==> config.mk <==
export PLATFORM = sky130hd
export DESIGN_NAME = pur_queue
export DESIGN_NICKNAME = d
export VERILOG_FILES = /design/src/hw/rtl/pur_pkg.sv /design/src/hw/rtl/pur_queue.sv
export SDC_FILE = /design/constraint.sdc
export NUM_CORES = 1
export LEC_CHECK = 0
export BUFFER_PORTS_ARGS = -buffer_cell sky130_fd_sc_hd__clkbuf_2
export CAP_MARGIN = 20
export CORE_MARGIN = 2
export CORE_UTILIZATION = 52
export DETAILED_ROUTE_END_ITERATION = 12
export HOLD_SLACK_MARGIN = 0.1
export PLACE_DENSITY = 0.76
export SLEW_MARGIN = 20
export SYNTH_ARGS = -nofsm -noshare
export SYNTH_HDL_FRONTEND = slang
export SYNTH_SLANG_ARGS = --single-unit
==> constraint.sdc <==
create_clock -name clk -period 2.4 [get_ports clk]
set_input_delay 0.12 -clock clk [delete_from_list [all_inputs] [get_ports clk]]
set_output_delay 0.12 -clock clk [all_outputs]
set_load 0.01 [all_outputs]
==> src/hw/rtl/pur_pkg.sv <==
// Shared types and constants for the polyline uniform resampler.
package pur_pkg;

  localparam int MAX_POINTS_DEF = 64;
  localparam int QUEUE_DEPTH = 2;
  localparam int PROD_W = 66;

  localparam logic [6:0] SAMPLES_MIN = 7'd2;
  localparam logic [6:0] SAMPLES_MAX = 7'd64;
  localparam logic [6:0] SAMPLES_RESET = 7'd16;

  localparam logic [31:0] TOL_Q16 = 32'd7;
  localparam logic [31:0] LEN_MAX = 32'hFFFF_FFFF;
  localparam logic [63:0] SQRT_BIT_INIT = 64'h4000_0000_0000_0000;
  localparam logic [40:0] QUOT_SAT = 41'h100_0000_0000;

  typedef enum logic [2:0] {
    F_IDLE,
    F_SQUARE,
    F_SQRT,
    F_WRITE,
    F_PUSH,
    F_DRAIN
  } front_state_t;

  typedef enum logic [3:0] {
    B_IDLE,
    B_TOT_RD,
    B_TOT,
    B_POS_MUL,
    B_POS_DIV,
    B_LO_RD,
    B_LO,
    B_SCAN_RD,
    B_SCAN,
    B_A_RD,
    B_A,
    B_B,
    B_PREP,
    B_MUL,
    B_IDIV,
    B_FIX
  } back_state_t;

  typedef struct packed {
    logic signed [31:0] x;
    logic signed [31:0] y;
    logic signed [31:0] z;
    logic [31:0]        len;
  } vertex_rec_t;

  typedef struct packed {
    logic        en;
    vertex_rec_t rec;
  } mem_wr_t;

  typedef struct packed {
    logic [6:0] samples;
  } job_t;

endpackage

==> src/hw/rtl/pur_queue.sv <==
// Short job queue between the loader and the emitter.
module pur_queue (
  input  logic          clk,
  input  logic          rst,
  input  logic          push,
  input  pur_pkg::job_t push_job,
  input  logic          pop,
  output pur_pkg::job_t head,
  output logic          full,
  output logic          empty
);

  localparam int PW = (pur_pkg::QUEUE_DEPTH > 1) ? $clog2(pur_pkg::QUEUE_DEPTH) : 1;
  localparam int FW = $clog2(pur_pkg::QUEUE_DEPTH + 1);

  pur_pkg::job_t entries [pur_pkg::QUEUE_DEPTH];
  logic [PW-1:0] wr_ptr;
  logic [PW-1:0] rd_ptr;
  logic [FW-1:0] fill;
  logic          do_push;
  logic          do_pop;

  assign full    = (fill == FW'(pur_pkg::QUEUE_DEPTH));
  assign empty   = (fill == '0);
  assign do_push = push && !full;
  assign do_pop  = pop && !empty;
  assign head    = entries[rd_ptr];

  always_ff @(posedge clk) begin
    if (rst) begin
      wr_ptr <= '0;
      rd_ptr <= '0;
      fill   <= '0;
    end else begin
      if (do_push) begin
        wr_ptr <= (wr_ptr == PW'(pur_pkg::QUEUE_DEPTH - 1)) ? '0 : wr_ptr + 1'b1;
      end
      if (do_pop) begin
        rd_ptr <= (rd_ptr == PW'(pur_pkg::QUEUE_DEPTH - 1)) ? '0 : rd_ptr + 1'b1;
      end
      if (do_push && !do_pop) begin
        fill <= fill + 1'b1;
      end else if (do_pop && !do_push) begin
        fill <= fill - 1'b1;
      end
    end
  end

  always_ff @(posedge clk) begin
    if (do_push) begin
      entries[wr_ptr] <= push_job;
    end
  end

endmodule

==> run_results.csv, run 1 <==
group,metric,value,unit
timing,slew_viol_final,0,
global_routing,grt_pass1_wl,1520,um
yosys,synth_edf_count,14,
power_and_ir_drop,seqPwrFrac,52.4,%
worst_hold_path,hold_depth,4,
timing,fmax,627,MHz
power_and_ir_drop,p_per_area,946,nW/um^2
yosys,synth_seq_cells,19,
timing,layout_min_cycle_time,1.60,ns
clock_tree,clk_latency,0.28,ns
worst_hold_path,holdCritPathClass,"in2reg",
global_routing,grt_pass1_vias,390,
setup_path,startpoint,"fill[1]$_SDFFE_PP0P_",
power_and_ir_drop,ir_worst_vdd,0.595,mV
yosys,ys_types,13,
final_layout,final_area,938,sq um
floorplan,die_w,41.3,um
yosys,ys_seq_area_share,72.1,%
place,port_buffers,19,
route,postRouteAntennaNets,0,
setup_path,r2r-start,"fill[1]$_SDFFE_PP0P_",
power_and_ir_drop,p_sw_share,29.9,%
place,dpl.cell_count,80,
place,dp_slack,0.821,ns
run_status,outcome,"complete, no violations",
yosys,synth.yosys.warnings,0,
final_layout,drive_gt1_share,40.3,%
setup_path,crit_path_start_kind,"flop",
route,via_per_inst,4.78,
clock_tree,cts_tree,"built",
final_layout,area_growth,30.0,%
power_and_ir_drop,p_int,0.623,mW
timing,setup_slack,0.804,ns
timing,period_share,66.5,%
timing,rsz0062_at_grt,"false",
yosys,yosysTopAreaCellShare,58.2,%
clock_tree,cts-root-buf,"clkbuf_4",
route,wl_per_cell,11.1,um
job,maxCapViolCount,0,
route,drtPass1Iterations,4,
final_layout,diodes,0,
yosys,async_reset_ff_share,0,%
final_layout,n_fill_cell,96,
floorplan,chipHeight,41.3,um
yosys,ys.flop_type,"edfxtp_1",
floorplan,core,1300,sq um
yosys,netlist_top_cells_area,"edfxtp_1 58%, dfxtp_1 14%, mux2_2 11%, xor2_1 3.6%, nor2_1 2.6%",
route,drc,0,
route,dr.first_iter.drc_count,2,
clock_tree,cts-buffers-inserted,3,
yosys,synth.cell_area,722,sq um
clock_tree,cts_sinks,19,
place,dpl.hpwl,762,um
timing,tightestPinTransition,0.314,ns
yosys,syn_nets,59,
yosys,yosysMostFrequentCell,"edfxtp_1",
global_routing,antenna_found_initial,0,
clock_tree,htreeDepth,1,
power_and_ir_drop,power.share.combinational,31.2,%
floorplan,ios,20,
timing,fin_tns_setup,0,ns
route,vias,440,
setup_path,r2r_cells,5,
setup_path,worstSetupEndpointType,"flop",
global_routing,overflow,0,
yosys,ys_top_cells_by_count,"14 x edfxtp_1, 7 x mux2_2, 5 x dfxtp_1, 5 x nor2_1",
floorplan,dieArea,1700,sq um
setup_path,crit_arrival,1.81,ns
final_layout,stdcell_count,92,
timing,finalClockSkew,0.00594,ns
setup_path,critical_path_required,2.62,ns
clock_tree,clkTransAtPathRegs,0.10,ns
floorplan,start_util,55.5,%
worst_hold_path,hold_start,"push",
setup_path,crit_fanout,5,
yosys,avgSynthCellArea,15.4,sq um
global_routing,grt_usage,14.7,%
route,routed_wl,1020,um
power_and_ir_drop,switching_power,0.265,mW
yosys,synthCells,47,
final_layout,nNetsFinal,90,
clock_tree,ctsResizeCount,0,
power_and_ir_drop,p_clk_share,16.4,%
floorplan,num_rows,13,
timing,final_hold_viol_count,0,
place,dpl_cell_area,831,sq um
clock_tree,cts_max_path_buffers,2,
global_routing,grt_max_degree,12,
power_and_ir_drop,p_total,0.888,mW
setup_path,timing_worst_setup_path_type,"reg2reg",
place,gp_congestion,0.668,
power_and_ir_drop,p_leak,0.387,nW
timing,maxSlewHeadroom,79.1,%
timing,finalSetupViolations,0,
yosys,yosys.area.top_type,"edfxtp_1",
## sequential cells by signal (all words and copies together), names as in the netlist, named ones only
signal / count
fill: 2
rd_ptr: 1
wr_ptr: 1
entries: 14
## cells in the final DEF, fill, tap and decap left out, drive strengths merged
master and count:
a21oi 2, and2 1, clkbuf 22, clkinv 1, dfxtp 5, dlygate4sd3 8, edfxtp 14, ha 1
inv 2, mux2 7, nor2 5, nor2b 1, o21ai 3, or3 2, xor2 3
## cells by family (layout without fill, tap and decap cells)
| group | Yosys count | in the layout | share of synthesized area [%] |
|---|---|---|---|
| AO/OA/AOI/OAI | 5 | 5 | 3.47 |
| XOR/XNOR | 3 | 3 | 3.64 |
| adder cells (fa/ha/maj) | 1 | 1 | 1.73 |
| buffers and inverters | 3 | 33 | 1.73 |
| flip-flops | 19 | 19 | 72.1 |
| multiplexers | 7 | 7 | 10.9 |
| AND/OR/NAND/NOR | 9 | 9 | 6.41 |
## through the flow
stage          util [%]  hold slack [ns]
6_report           72.1            0.208
3_5_place_dp       63.8            0.313
5_1_grt            72.1            0.219
2_1_floorplan         -            0.189
3_3_place_gp       63.8            0.310
4_1_cts            72.1            0.203
## path summary, 6_finish.rpt
| kind | endpoint | slack [ns] |
|---|---|---|
| hold reg to reg | wr_ptr$_SDFFE_PP0P_ | 0.49 |
| hold / removal | wr_ptr$_SDFFE_PP0P_ | 0.21 |
| setup / recovery | fill[1]$_SDFFE_PP0P_ | 0.80 |
| setup reg to reg | fill[1]$_SDFFE_PP0P_ | 0.80 |
## critical path, stage by stage, from the launching register on
cell and delay [ns]:
dfxtp_1 0.40, nor2b_2 0.22, nor2_1 0.08, ha_1 0.33, or3_1 0.35, a21oi_1 0.15
## metal layers
metal / up-vias / GRT usage (%) / wire (um)
met4: 0 / 7.26 / 6
met3: 2 / 3.26 / 58
met5: - / 0 / 0
li1: 231 / - / -
met2: 15 / 27.3 / 515
met1: 192 / 15.2 / 437
## power groups by stage
stage / combinational (mW) / sequential (mW) / clock, mW
floorplan: 0.201 / 0.450 / 0
global placement: 0.262 / 0.469 / 0
detailed placement: 0.269 / 0.473 / 0
CTS: 0.280 / 0.466 / 0.152
global route: 0.307 / 0.474 / 0.172
finish: 0.277 / 0.465 / 0.146
## layout make-up
type / instances / area, sq um / share of cell area, %
Sequential cell: 19 / 520 / 55.5
Inverter: 2 / 7.51 / 0.800
Clock buffer: 3 / 22.5 / 2.40
Clock inverter: 1 / 5.00 / 0.533
Multi-Input combinational cell: 25 / 189 / 20.1
Tap cell: 15 / 18.8 / 2.00
Timing Repair Buffer: 27 / 175 / 18.7
## what timing repair did
item / in CTS / in global routing
endpoints found under the setup margin: 0 / 0
setup buffers: 0 / 0
endpoints found under the hold margin: 19 / 0
hold buffers: 8 / 0
Power figures use the tool's default switching activity.
==> run 2: changes to the inputs <==
--- a/config.mk
+++ b/config.mk
@@ -8,10 +8,10 @@
 export BUFFER_PORTS_ARGS = -buffer_cell sky130_fd_sc_hd__clkbuf_2
 export CAP_MARGIN = 20
 export CORE_MARGIN = 2
-export CORE_UTILIZATION = 52
+export CORE_UTILIZATION = 48
 export DETAILED_ROUTE_END_ITERATION = 12
 export HOLD_SLACK_MARGIN = 0.1
-export PLACE_DENSITY = 0.76
+export PLACE_DENSITY = 0.71
 export SLEW_MARGIN = 20
 export SYNTH_ARGS = -nofsm -noshare
 export SYNTH_HDL_FRONTEND = slang
==> constraint.sdc (replaced) <==
create_clock -name clk -period 1.6 [get_ports clk]
set_input_delay 0.08 -clock clk [delete_from_list [all_inputs] [get_ports clk]]
set_output_delay 0.08 -clock clk [all_outputs]
set_load 0.01 [all_outputs]
==> run_results.csv, run 2 (synthesis gave the netlist of run 1 again) <==
group,metric,value,unit
global_routing,grt_pass1_wl,1840,um
final_layout,regMostFlops,"entries",
final_layout,largest_reg_flops,14,
route,drtPass1Iterations,4,
floorplan,dieArea,1830,sq um
timing,setup_slack,0.100,ns
timing,fin_tns_setup,0,ns
final_layout,top_regs,"entries: 14 flops, fill: 2 flops",
timing,tightestPinTransition,0.330,ns
floorplan,ios,20,
run_status,outcome,"complete, no violations",
global_routing,overflow,0,
power_and_ir_drop,p_total,1.38,mW
setup_path,worstSetupEndpointType,"flop",
power_and_ir_drop,p_leak,0.391,nW
route,routed_wl,1190,um
final_layout,drive_gt1_share,42.3,%
route,wl_per_cell,12.7,um
route,vias,468,
route,postRouteAntennaNets,0,
setup_path,critical_path_required,1.82,ns
floorplan,start_util,53.5,%
timing,slew_viol_final,0,
global_routing,grt_usage,14.5,%
place,dp_slack,0.0705,ns
route,drc,0,
worst_hold_path,holdCritPathClass,"in2reg",
place,port_buffers,19,
global_routing,grt_max_degree,11,
place,dpl.hpwl,835,um
clock_tree,clk_latency,0.29,ns
clock_tree,htreeDepth,1,
setup_path,crit_path_start_kind,"flop",
place,gp_congestion,0.640,
timing,fmax,667,MHz
route,via_per_inst,5.03,
clock_tree,cts_tree,"built",
timing,finalClockSkew,0.00190,ns
clock_tree,clkTransAtPathRegs,0.10,ns
clock_tree,cts_max_path_buffers,2,
timing,layout_min_cycle_time,1.50,ns
final_layout,nNetsFinal,91,
setup_path,crit_fanout,5,
floorplan,chipHeight,42.8,um
timing,maxSlewHeadroom,78.0,%
power_and_ir_drop,p_per_area,1440,nW/um^2
clock_tree,cts_sinks,19,
clock_tree,cts-root-buf,"clkbuf_4",
final_layout,mostFrequentLayoutCell,"clkbuf_2",
floorplan,num_rows,13,
timing,period_share,93.7,%
floorplan,core,1350,sq um
route,dr.first_iter.drc_count,9,
global_routing,grt_pass1_vias,440,
timing,rsz0062_at_grt,"false",
timing,final_hold_viol_count,0,
clock_tree,cts-buffers-inserted,3,
final_layout,mostFrequentLayoutCells,"19 x clkbuf_2, 14 x edfxtp_1, 8 x dlygate4sd3_1",
setup_path,timing_worst_setup_path_type,"reg2reg",
global_routing,antenna_found_initial,0,
floorplan,die_w,42.8,um
timing,finalSetupViolations,0,
timing,fin_worst_hold_slack,0.176,ns
final_layout,area_growth,31.9,%
setup_path,crit_arrival,1.72,ns
final_layout,diodes,0,
clock_tree,post-cts-setup-buffer-count,0,
final_layout,final_util,70.5,%
job,maxCapViolCount,0,
power_and_ir_drop,ir_worst_vdd,0.887,mV
==> run 2: changes by cell type in the layout (fill, tap and decap cells not counted) <==
cell / delta
dfxtp_1: -2
clkbuf_1: +1
nor2b_4: +1
clkinv_2: -1
buf_4: +1
nor2b_2: -1
dfxtp_2: +2
==> run 2: layout make-up <==
cell class,count,area [sq um]
clock buffer,4,26.3
fill,105,398
inverter,2,7.51
multi-input combinational,25,194
sequential,19,523
tap,15,18.8
timing repair buffer,28,183
==> run 2: critical path: stages, from the launching register on <==
cell and delay, ns:
dfxtp_2 0.36, nor2b_4 0.17, nor2_1 0.07, ha_1 0.33
or3_1 0.35, a21oi_1 0.15
==> run 2: through the flow <==
step,instances,instance area (sq um)
finish,93,952
global placement,81,838
floorplan,47,722
detailed placement,81,838
CTS,93,945
global route,93,952
==> run 2: timing repair <==
action                                  in CTS  in global routing
hold buffers                                 8                  0
gates resized for setup                      0                  3
endpoints found under the setup margin       0                  1
hold endpoints to repair                    19                  0
==> run 2: power breakdown <==
part | leakage, nW | switching (mW) | total (mW) | internal, mW
sequential | 0.173 | 0.0743 | 0.710 | 0.635
combinational | 0.203 | 0.208 | 0.438 | 0.230
clock | 0.0150 | 0.131 | 0.228 | 0.0969
total | 0.391 | 0.414 | 1.38 | 0.962
==> run 2: metal layers <==
layer	wire, um	vias to the layer above	part of all wire, %	global-route usage (%)
met5	0	-	0	0
met1	483	223	41	15.1
li1	-	229	-	-
met2	627	16	53	24.2
met3	73	0	6.2	6.38
met4	0	0	0	7.50
==> run 2: final timing paths <==
| kind | startpoint | end | slack (ns) | cells after the start |
|---|---|---|---|---|
| hold reg to reg | wr_ptr$_SDFFE_PP0P_ | wr_ptr$_SDFFE_PP0P_ | 0.50 | 2 |
| setup / recovery | fill[1]$_SDFFE_PP0P_ | fill[1]$_SDFFE_PP0P_ | 0.10 | 5 |
| hold / removal | push | wr_ptr$_SDFFE_PP0P_ | 0.18 | 4 |
| setup reg to reg | fill[1]$_SDFFE_PP0P_ | fill[1]$_SDFFE_PP0P_ | 0.10 | 5 |
