--- src/hw/rtl/pur_pkg.sv ---
// Shared types and constants for the polyline uniform resampler.
package pur_pkg;

  localparam int MAX_POINTS_DEF = 64;
  localparam int QUEUE_DEPTH = 2;
  localparam int PROD_W = 66;

  localparam logic [6:0] SAMPLES_MIN = 7'd2;
  localparam logic [6:0] SAMPLES_MAX = 7'd64;
  localparam logic [6:0] SAMPLES_RESET = 7'd16;

  localparam logic [31:0] TOL_Q16 = 32'd7;
  localparam logic [31:0] LEN_MAX = 32'hFFFF_FFFF;
  localparam logic [63:0] SQRT_BIT_INIT = 64'h4000_0000_0000_0000;
  localparam logic [40:0] QUOT_SAT = 41'h100_0000_0000;

  typedef enum logic [2:0] {
    F_IDLE,
    F_SQUARE,
    F_SQRT,
    F_WRITE,
    F_PUSH,
    F_DRAIN
  } front_state_t;

  typedef enum logic [3:0] {
    B_IDLE,
    B_TOT_RD,
    B_TOT,
    B_POS_MUL,
    B_POS_DIV,
    B_LO_RD,
    B_LO,
    B_SCAN_RD,
    B_SCAN,
    B_A_RD,
    B_A,
    B_B,
    B_PREP,
    B_MUL,
    B_IDIV,
    B_FIX
  } back_state_t;

  typedef struct packed {
    logic signed [31:0] x;
    logic signed [31:0] y;
    logic signed [31:0] z;
    logic [31:0]        len;
  } vertex_rec_t;

  typedef struct packed {
    logic        en;
    vertex_rec_t rec;
  } mem_wr_t;

  typedef struct packed {
    logic [6:0] samples;
  } job_t;

endpackage

--- src/hw/rtl/pur_ifs.sv ---
// Valid/ready channel interfaces for vertex and sample words.
interface pur_vertex_if;
  logic               valid;
  logic               ready;
  logic signed [31:0] vertex_x;
  logic signed [31:0] vertex_y;
  logic signed [31:0] vertex_z;
  logic               vertex_last;

  modport source (output valid, vertex_x, vertex_y, vertex_z, vertex_last, input ready);
  modport sink (input valid, vertex_x, vertex_y, vertex_z, vertex_last, output ready);
endinterface


--- src/hw/rtl/pur_front.sv ---
// Vertex loader: segment length by serial squaring and square root, store write.
module pur_front #(
  parameter int  MAX_POINTS = pur_pkg::MAX_POINTS_DEF,
  localparam int AW = (MAX_POINTS > 1) ? $clog2(MAX_POINTS) : 1,
  localparam int CW = $clog2(MAX_POINTS + 1)
) (
  input  logic             clk,
  input  logic             rst,
  pur_vertex_if.sink       vertex,
  input  logic [6:0]       samples,
  input  logic             back_busy,
  input  logic             queue_full,
  input  logic             queue_empty,
  output logic             queue_push,
  output pur_pkg::job_t    queue_job,
  output pur_pkg::mem_wr_t mem_wr,
  output logic [AW-1:0]    mem_addr,
  output logic [CW-1:0]    path_len
);

  pur_pkg::front_state_t state, state_next;

  logic [CW-1:0]      count;
  logic signed [31:0] cur_x, cur_y, cur_z;
  logic signed [31:0] prev_x, prev_y, prev_z;
  logic [31:0]        prev_len;
  logic               last_q;
  logic [1:0]         sq_idx;
  logic [63:0]        sum;
  logic               big;
  logic [63:0]        sq_n, sq_res, sq_bit;
  logic [4:0]         sq_cnt;
  logic [31:0]        seg;

  logic               accept;
  logic [32:0]        diff;
  logic [32:0]        mag;
  logic [63:0]        sq;
  logic [64:0]        sum_add;
  logic               big_now;
  logic [63:0]        sq_t;
  logic               sq_ge;
  logic [63:0]        n_next, res_next;
  logic [32:0]        len_sum;
  logic [31:0]        len_new;

  assign accept   = vertex.valid && vertex.ready;
  assign path_len = count;
  assign mem_addr = count[AW-1:0];
  assign queue_job.samples = samples;

  // Differences are taken one axis per cycle through a single multiplier.
  always_comb begin
    case (sq_idx)
      2'd0:    diff = {cur_x[31], cur_x} - {prev_x[31], prev_x};
      2'd1:    diff = {cur_y[31], cur_y} - {prev_y[31], prev_y};
      default: diff = {cur_z[31], cur_z} - {prev_z[31], prev_z};
    endcase
    mag     = diff[32] ? (33'd0 - diff) : diff;
    sq      = mag[31:0] * mag[31:0];
    sum_add = {1'b0, sum} + {1'b0, sq};
    big_now = big || mag[32] || sum_add[64];
  end

  always_comb begin
    sq_t     = sq_res + sq_bit;
    sq_ge    = (sq_n >= sq_t);
    n_next   = sq_ge ? (sq_n - sq_t) : sq_n;
    res_next = sq_ge ? ((sq_res >> 1) + sq_bit) : (sq_res >> 1);
    len_sum  = {1'b0, prev_len} + {1'b0, seg};
    if (count == '0) begin
      len_new = '0;
    end else begin
      len_new = len_sum[32] ? pur_pkg::LEN_MAX : len_sum[31:0];
    end
  end

  always_comb begin
    state_next = state;
    case (state)
      pur_pkg::F_IDLE: begin
        if (accept) begin
          if (count == CW'(MAX_POINTS)) begin
            state_next = vertex.vertex_last ? pur_pkg::F_PUSH : pur_pkg::F_IDLE;
          end else if (count == '0) begin
            state_next = pur_pkg::F_WRITE;
          end else begin
            state_next = pur_pkg::F_SQUARE;
          end
        end
      end
      pur_pkg::F_SQUARE: begin
        if (sq_idx == 2'd2) begin
          state_next = big_now ? pur_pkg::F_WRITE : pur_pkg::F_SQRT;
        end
      end
      pur_pkg::F_SQRT: begin
        if (sq_cnt == 5'd31) begin
          state_next = pur_pkg::F_WRITE;
        end
      end
      pur_pkg::F_WRITE: begin
        state_next = last_q ? pur_pkg::F_PUSH : pur_pkg::F_IDLE;
      end
      pur_pkg::F_PUSH: begin
        if (!queue_full) begin
          state_next = pur_pkg::F_DRAIN;
        end
      end
      pur_pkg::F_DRAIN: begin
        // hold the store until the emitter has finished with it
        if (queue_empty && !back_busy) begin
          state_next = pur_pkg::F_IDLE;
        end
      end
      default: state_next = pur_pkg::F_IDLE;
    endcase
  end

  always_comb begin
    vertex.ready   = (state == pur_pkg::F_IDLE);
    queue_push     = (state == pur_pkg::F_PUSH) && !queue_full;
    mem_wr.en      = (state == pur_pkg::F_WRITE);
    mem_wr.rec.x   = cur_x;
    mem_wr.rec.y   = cur_y;
    mem_wr.rec.z   = cur_z;
    mem_wr.rec.len = len_new;
  end

  always_ff @(posedge clk) begin
    if (rst) begin
      state <= pur_pkg::F_IDLE;
      count <= '0;
    end else begin
      state <= state_next;
      if (state == pur_pkg::F_WRITE) begin
        count <= count + 1'b1;
      end else if (state == pur_pkg::F_DRAIN && state_next == pur_pkg::F_IDLE) begin
        count <= '0;
      end
    end
  end

  always_ff @(posedge clk) begin
    case (state)
      pur_pkg::F_IDLE: begin
        if (accept) begin
          cur_x  <= vertex.vertex_x;
          cur_y  <= vertex.vertex_y;
          cur_z  <= vertex.vertex_z;
          last_q <= vertex.vertex_last;
          sq_idx <= '0;
          sum    <= '0;
          big    <= 1'b0;
        end
      end
      pur_pkg::F_SQUARE: begin
        sum    <= sum_add[63:0];
        big    <= big_now;
        sq_idx <= sq_idx + 1'b1;
        seg    <= pur_pkg::LEN_MAX;
        sq_n   <= sum_add[63:0];
        sq_res <= '0;
        sq_bit <= pur_pkg::SQRT_BIT_INIT;
        sq_cnt <= '0;
      end
      pur_pkg::F_SQRT: begin
        sq_n   <= n_next;
        sq_res <= res_next;
        sq_bit <= sq_bit >> 2;
        sq_cnt <= sq_cnt + 1'b1;
        seg    <= res_next[31:0];
      end
      pur_pkg::F_WRITE: begin
        prev_x   <= cur_x;
        prev_y   <= cur_y;
        prev_z   <= cur_z;
        prev_len <= len_new;
      end
      default: ;
    endcase
  end

endmodule

--- src/flat_wrapper.sv ---
// flat-port wrapper written by rule: the top's interface ports become plain ports
module pur_front_flat 
#(
  parameter int  MAX_POINTS = pur_pkg::MAX_POINTS_DEF,
  localparam int AW = (MAX_POINTS > 1) ? $clog2(MAX_POINTS) : 1,
  localparam int CW = $clog2(MAX_POINTS + 1)
)
  (clk, rst, samples, back_busy, queue_full, queue_empty, queue_push, queue_job, mem_wr, mem_addr, path_len, vertex_valid, vertex_vertex_x, vertex_vertex_y, vertex_vertex_z, vertex_vertex_last, vertex_ready);
  pur_vertex_if vertex_i ();
  input  logic clk;
  input  logic rst;
  input  logic [6:0] samples;
  input  logic back_busy;
  input  logic queue_full;
  input  logic queue_empty;
  output logic queue_push;
  output pur_pkg::job_t queue_job;
  output pur_pkg::mem_wr_t mem_wr;
  output logic [AW-1:0] mem_addr;
  output logic [CW-1:0] path_len;
  input wire logic [$bits(vertex_i.valid)-1:0] vertex_valid;
  input wire logic [$bits(vertex_i.vertex_x)-1:0] vertex_vertex_x;
  input wire logic [$bits(vertex_i.vertex_y)-1:0] vertex_vertex_y;
  input wire logic [$bits(vertex_i.vertex_z)-1:0] vertex_vertex_z;
  input wire logic [$bits(vertex_i.vertex_last)-1:0] vertex_vertex_last;
  output wire logic [$bits(vertex_i.ready)-1:0] vertex_ready;
  assign vertex_i.valid = vertex_valid;
  assign vertex_i.vertex_x = vertex_vertex_x;
  assign vertex_i.vertex_y = vertex_vertex_y;
  assign vertex_i.vertex_z = vertex_vertex_z;
  assign vertex_i.vertex_last = vertex_vertex_last;
  assign vertex_ready = vertex_i.ready;
  pur_front #(.MAX_POINTS(MAX_POINTS)) u_core (.clk(clk), .rst(rst), .vertex(vertex_i), .samples(samples), .back_busy(back_busy), .queue_full(queue_full), .queue_empty(queue_empty), .queue_push(queue_push), .queue_job(queue_job), .mem_wr(mem_wr), .mem_addr(mem_addr), .path_len(path_len));
endmodule
--- config.mk ---
export PLATFORM = sky130hd
export DESIGN_NAME = pur_front_flat
export DESIGN_NICKNAME = d
export VERILOG_FILES = /design/src/hw/rtl/pur_pkg.sv /design/src/hw/rtl/pur_ifs.sv /design/src/hw/rtl/pur_front.sv /design/src/flat_wrapper.sv
export SDC_FILE = /design/constraint.sdc
export NUM_CORES = 2
export LEC_CHECK = 0
export ABC_AREA = 1
export BUFFER_PORTS_ARGS = -buffer_cell sky130_fd_sc_hd__buf_4
export CORE_MARGIN = 4
export CORE_UTILIZATION = 55
export CTS_CLUSTER_DIAMETER = 60
export DETAILED_ROUTE_END_ITERATION = 8
export PLACE_DENSITY = 0.72
export SETUP_SLACK_MARGIN = 0.4
export SYNTH_ARGS = -nofsm -noshare
export SYNTH_HDL_FRONTEND = slang
export SYNTH_SLANG_ARGS = --single-unit
--- constraint.sdc ---
create_clock -name clk -period 30.7 [get_ports clk]
set_clock_uncertainty 0.2 [all_clocks]
set_input_delay 6.14 -clock clk [delete_from_list [all_inputs] [get_ports clk]]
set_output_delay 6.14 -clock clk [all_outputs]
set_load 0.005 [all_outputs]
==> key figures <==
Outcome
  • Status: complete, no violations

Clock network
  • Clock latency on the worst-skew pair: just under 0.7 ns
  • Clock sink count: 499
  • Post-CTS sizing: 0
  • Clk buf depth: 3
  • Post-CTS Setup Repair Bufs: 0
  • CTS tree: done
  • Hold Buf Count CTS: 0
  • CTS Buf Count: between 70 and 80
  • Max H-tree Level: 3
  • Clk slew on worst S/H paths: approximately 0.06 ns
  • Root Buffer: clkbuf_16

Synth
  • Top cell type's share of synthesized area: 25.9%
  • Seq cells post-synth: 499
  • Cell variety after synth: 67
  • Post-synthesis mux area share: less than 1%
  • Simple-gate area share of the yosys netlist: 18.5%
  • Syn_nets: 9844
  • Synthesis Warnings: 0
  • Compound-Gate Fraction of Synth Area: between 8 and 9%
  • Post-synth EDFFs: 489
  • Mean Syn Cell Area: 8.08 µm²
  • Largest family of logic cells by synthesized area: adder cells
  • XOR/XNOR Fraction of Synth Area: around 3.0%
  • FFs w/ async S/R, synth: 0%
  • Mapped Area: 67300 µm²
  • Syn Inst Count: 8334
  • Top post-synthesis cells by area: fa_1 (26%), edfxtp_1 (22%), inv_1 (11%), ha_1 (9.8%), nand2_1 (8.6%)
  • Top_reg_cell synth: edfxtp_1
  • Post-Synth Adder-Cell Area: 35.7%
  • Sequential share of the synthesized area: roughly 22%
  • Dominant cell type by area after synthesis: fa_1

GRT
  • Initial antenna violation count: 4
  • Gr usage total: ~33%
  • Pin count of the biggest net entering global routing: 172
  • Vias in the first global route: 57100
  • GRT overflow: 0
  • Global-route wire length before repair: 323000 µm
  • Met3 GRT Util: 6.70%
  • Top Usage Layer GRT: met2
  • GR Layer Usage met2: 52.7%
  • Met1 usage: between 40 and 50%

Layout
  • Largest regs: u_core.sq_n: 64 flops, u_core.sq_res: 64 flops, u_core.sum: 64 flops
  • Fin nets: around 10000
  • Leading cell types in the layout, fill and taps excluded: inv_1 (1989), nand2_1 (1533), nor2_1 (919)
  • Area Growth Syn to Fin: 8.99%
  • Layout cell share with drive strength beyond 1: ~6.4%
  • FF/Latch Area: 14900 µm²
  • Commonest non-fill, non-tap cell in the layout: inv_1
  • Area of the multi-input gates: 44200 µm²
  • Filler cells: 11000

Floorplan
  • Initial Utilization: 55.3%
  • Die Wd: 358 µm
  • Die Span Y: around 360 µm
  • Core box area: around 120000 µm²
  • Number of top-level design ports: ~260
  • Die footprint: 128000 µm²
  • FP Rows: 128

Timing
  • Fin crit period: 12.83 ns
  • Relative slew slack: between 20% and 30%
  • Worst slew pin tran: about 1.1 ns
  • Endpoints failing setup: 0
  • Setup TNS: 0 ns
  • Max Clock Freq: 0.0779 GHz
  • RSZ-0062 raised after global routing: no
  • Fin. Hold Viols: 0
  • Max Slew Vio Count: 0
  • Part of the cycle the worst path needs: 41.8%

Place
  • Post-DP HPWL: 166000 µm
  • IO buf count: 246
  • RePlAce Congestion: 0.984

Detailed routing
  • Via/cell ratio: around 5.5
  • Detailed Route Iter0 Violations: 4571
  • WL/cell: 20.1 µm
  • Via count: 55800
  • Routed Antenna Nets: 0
  • WL final: 206000 µm
  • Number of remaining DRC errors: 0
  • TritonRoute pass-1 iters: 6

Hold path
  • Worst hold path type: flip-flop to flip-flop

Critical path
  • Crit path kind: input port to primary output
  • Crit Path Max Fanout: 2
  • CP required: between 20 and 25 ns
  • Critical Path Sink Type: primary output
  • Startpoint types: input port
  • Worst EP arrival: 6.49 ns

Flow run
  • Max_cap viols: 0
critical path, stage by stage:
cell,delay [ns]
buf_4,0.11
nor2_1,0.12
buf_4,0.13
cells in the mapped netlist (all sizes together), types with 2 or more instances:
cell type / n
or2: 47
nor4: 16
dfxtp: 10
o31ai: 12
inv: 2017
a211oi: 12
nor4b: 2
a21o: 21
fa: 871
nor3b: 2
o211ai: 13
o41ai: 2
clkinv: 2
nand2: 1550
o221ai: 7
xor2: 120
ha: 529
and2: 7
clkbuf: 78
nand3: 303
xnor2: 110
nor3: 81
o2111ai: 6
o21bai: 32
and3: 16
nand3b: 35
a2111oi: 2
a31oi: 64
nor2: 941
o21a: 22
a31o: 4
buf: 87
a221oi: 11
edfxtp: 489
a21oi: 410
o22ai: 2
o21ai: 343
nand4: 37
a21boi: 15
layout make-up:
| type | count | area share (%) |
|---|---|---|
| diodes | 1 | 0.00341 |
| clock buffers | 77 | 2.52 |
| clock inverters | 56 | 0.846 |
| inverters | 2019 | 10.3 |
| multi-input cells | 5651 | 60.2 |
| flip-flops and latches | 499 | 20.3 |
| well taps | 1625 | 2.77 |
| repair buffers | 295 | 3.05 |
through the flow:
stage	area [µm²]	cells	setup WS [ns]	hold slack, ns	util, %
finish	73400	10200	17.87	0.261	60.3
global route	73400	10200	17.52	0.294	60.3
CTS	73400	10200	17.86	0.269	60.3
detailed placement	70900	10100	17.86	0.275	58.3
global placement	70900	10100	17.84	0.261	58.3
floorplan	67300	8334	18.09	0.276	-
path summary, 6_finish.rpt:
| path | slack (ns) | end | start | depth (start not counted) |
|---|---|---|---|---|
| max | 17.87 | queue_push | queue_full | 3 |
| min | 0.26 | u_core.prev_y[3] | u_core.cur_y[3] | 0 |
| max reg2reg | 18.09 | u_core.sq_n[34] | u_core.cur_x[1] | 44 |
| min reg2reg | 0.26 | u_core.prev_y[3] | u_core.cur_y[3] | 0 |
metal layers:
metal,routed length [µm],vias up
met4,9610,0
met5,0,-
met2,94600,2190
met3,17300,406
met1,84500,26900
li1,-,26200
logic make-up (layout without fill, tap and decap cells):
logic type	Yosys count	after routing
AND/OR/NAND/NOR	3037	3037
XOR/XNOR	230	230
multiplexers	1	1
buffers and inverters	2184	2447
adder cells (fa/ha/maj)	1400	1400
other	0	1
flip-flops	499	499
AO/OA/AOI/OAI	983	983
Power is left out: the tool's default activity adds up to more than one toggle a clock period on the data nets, which glitch-free logic cannot reach.
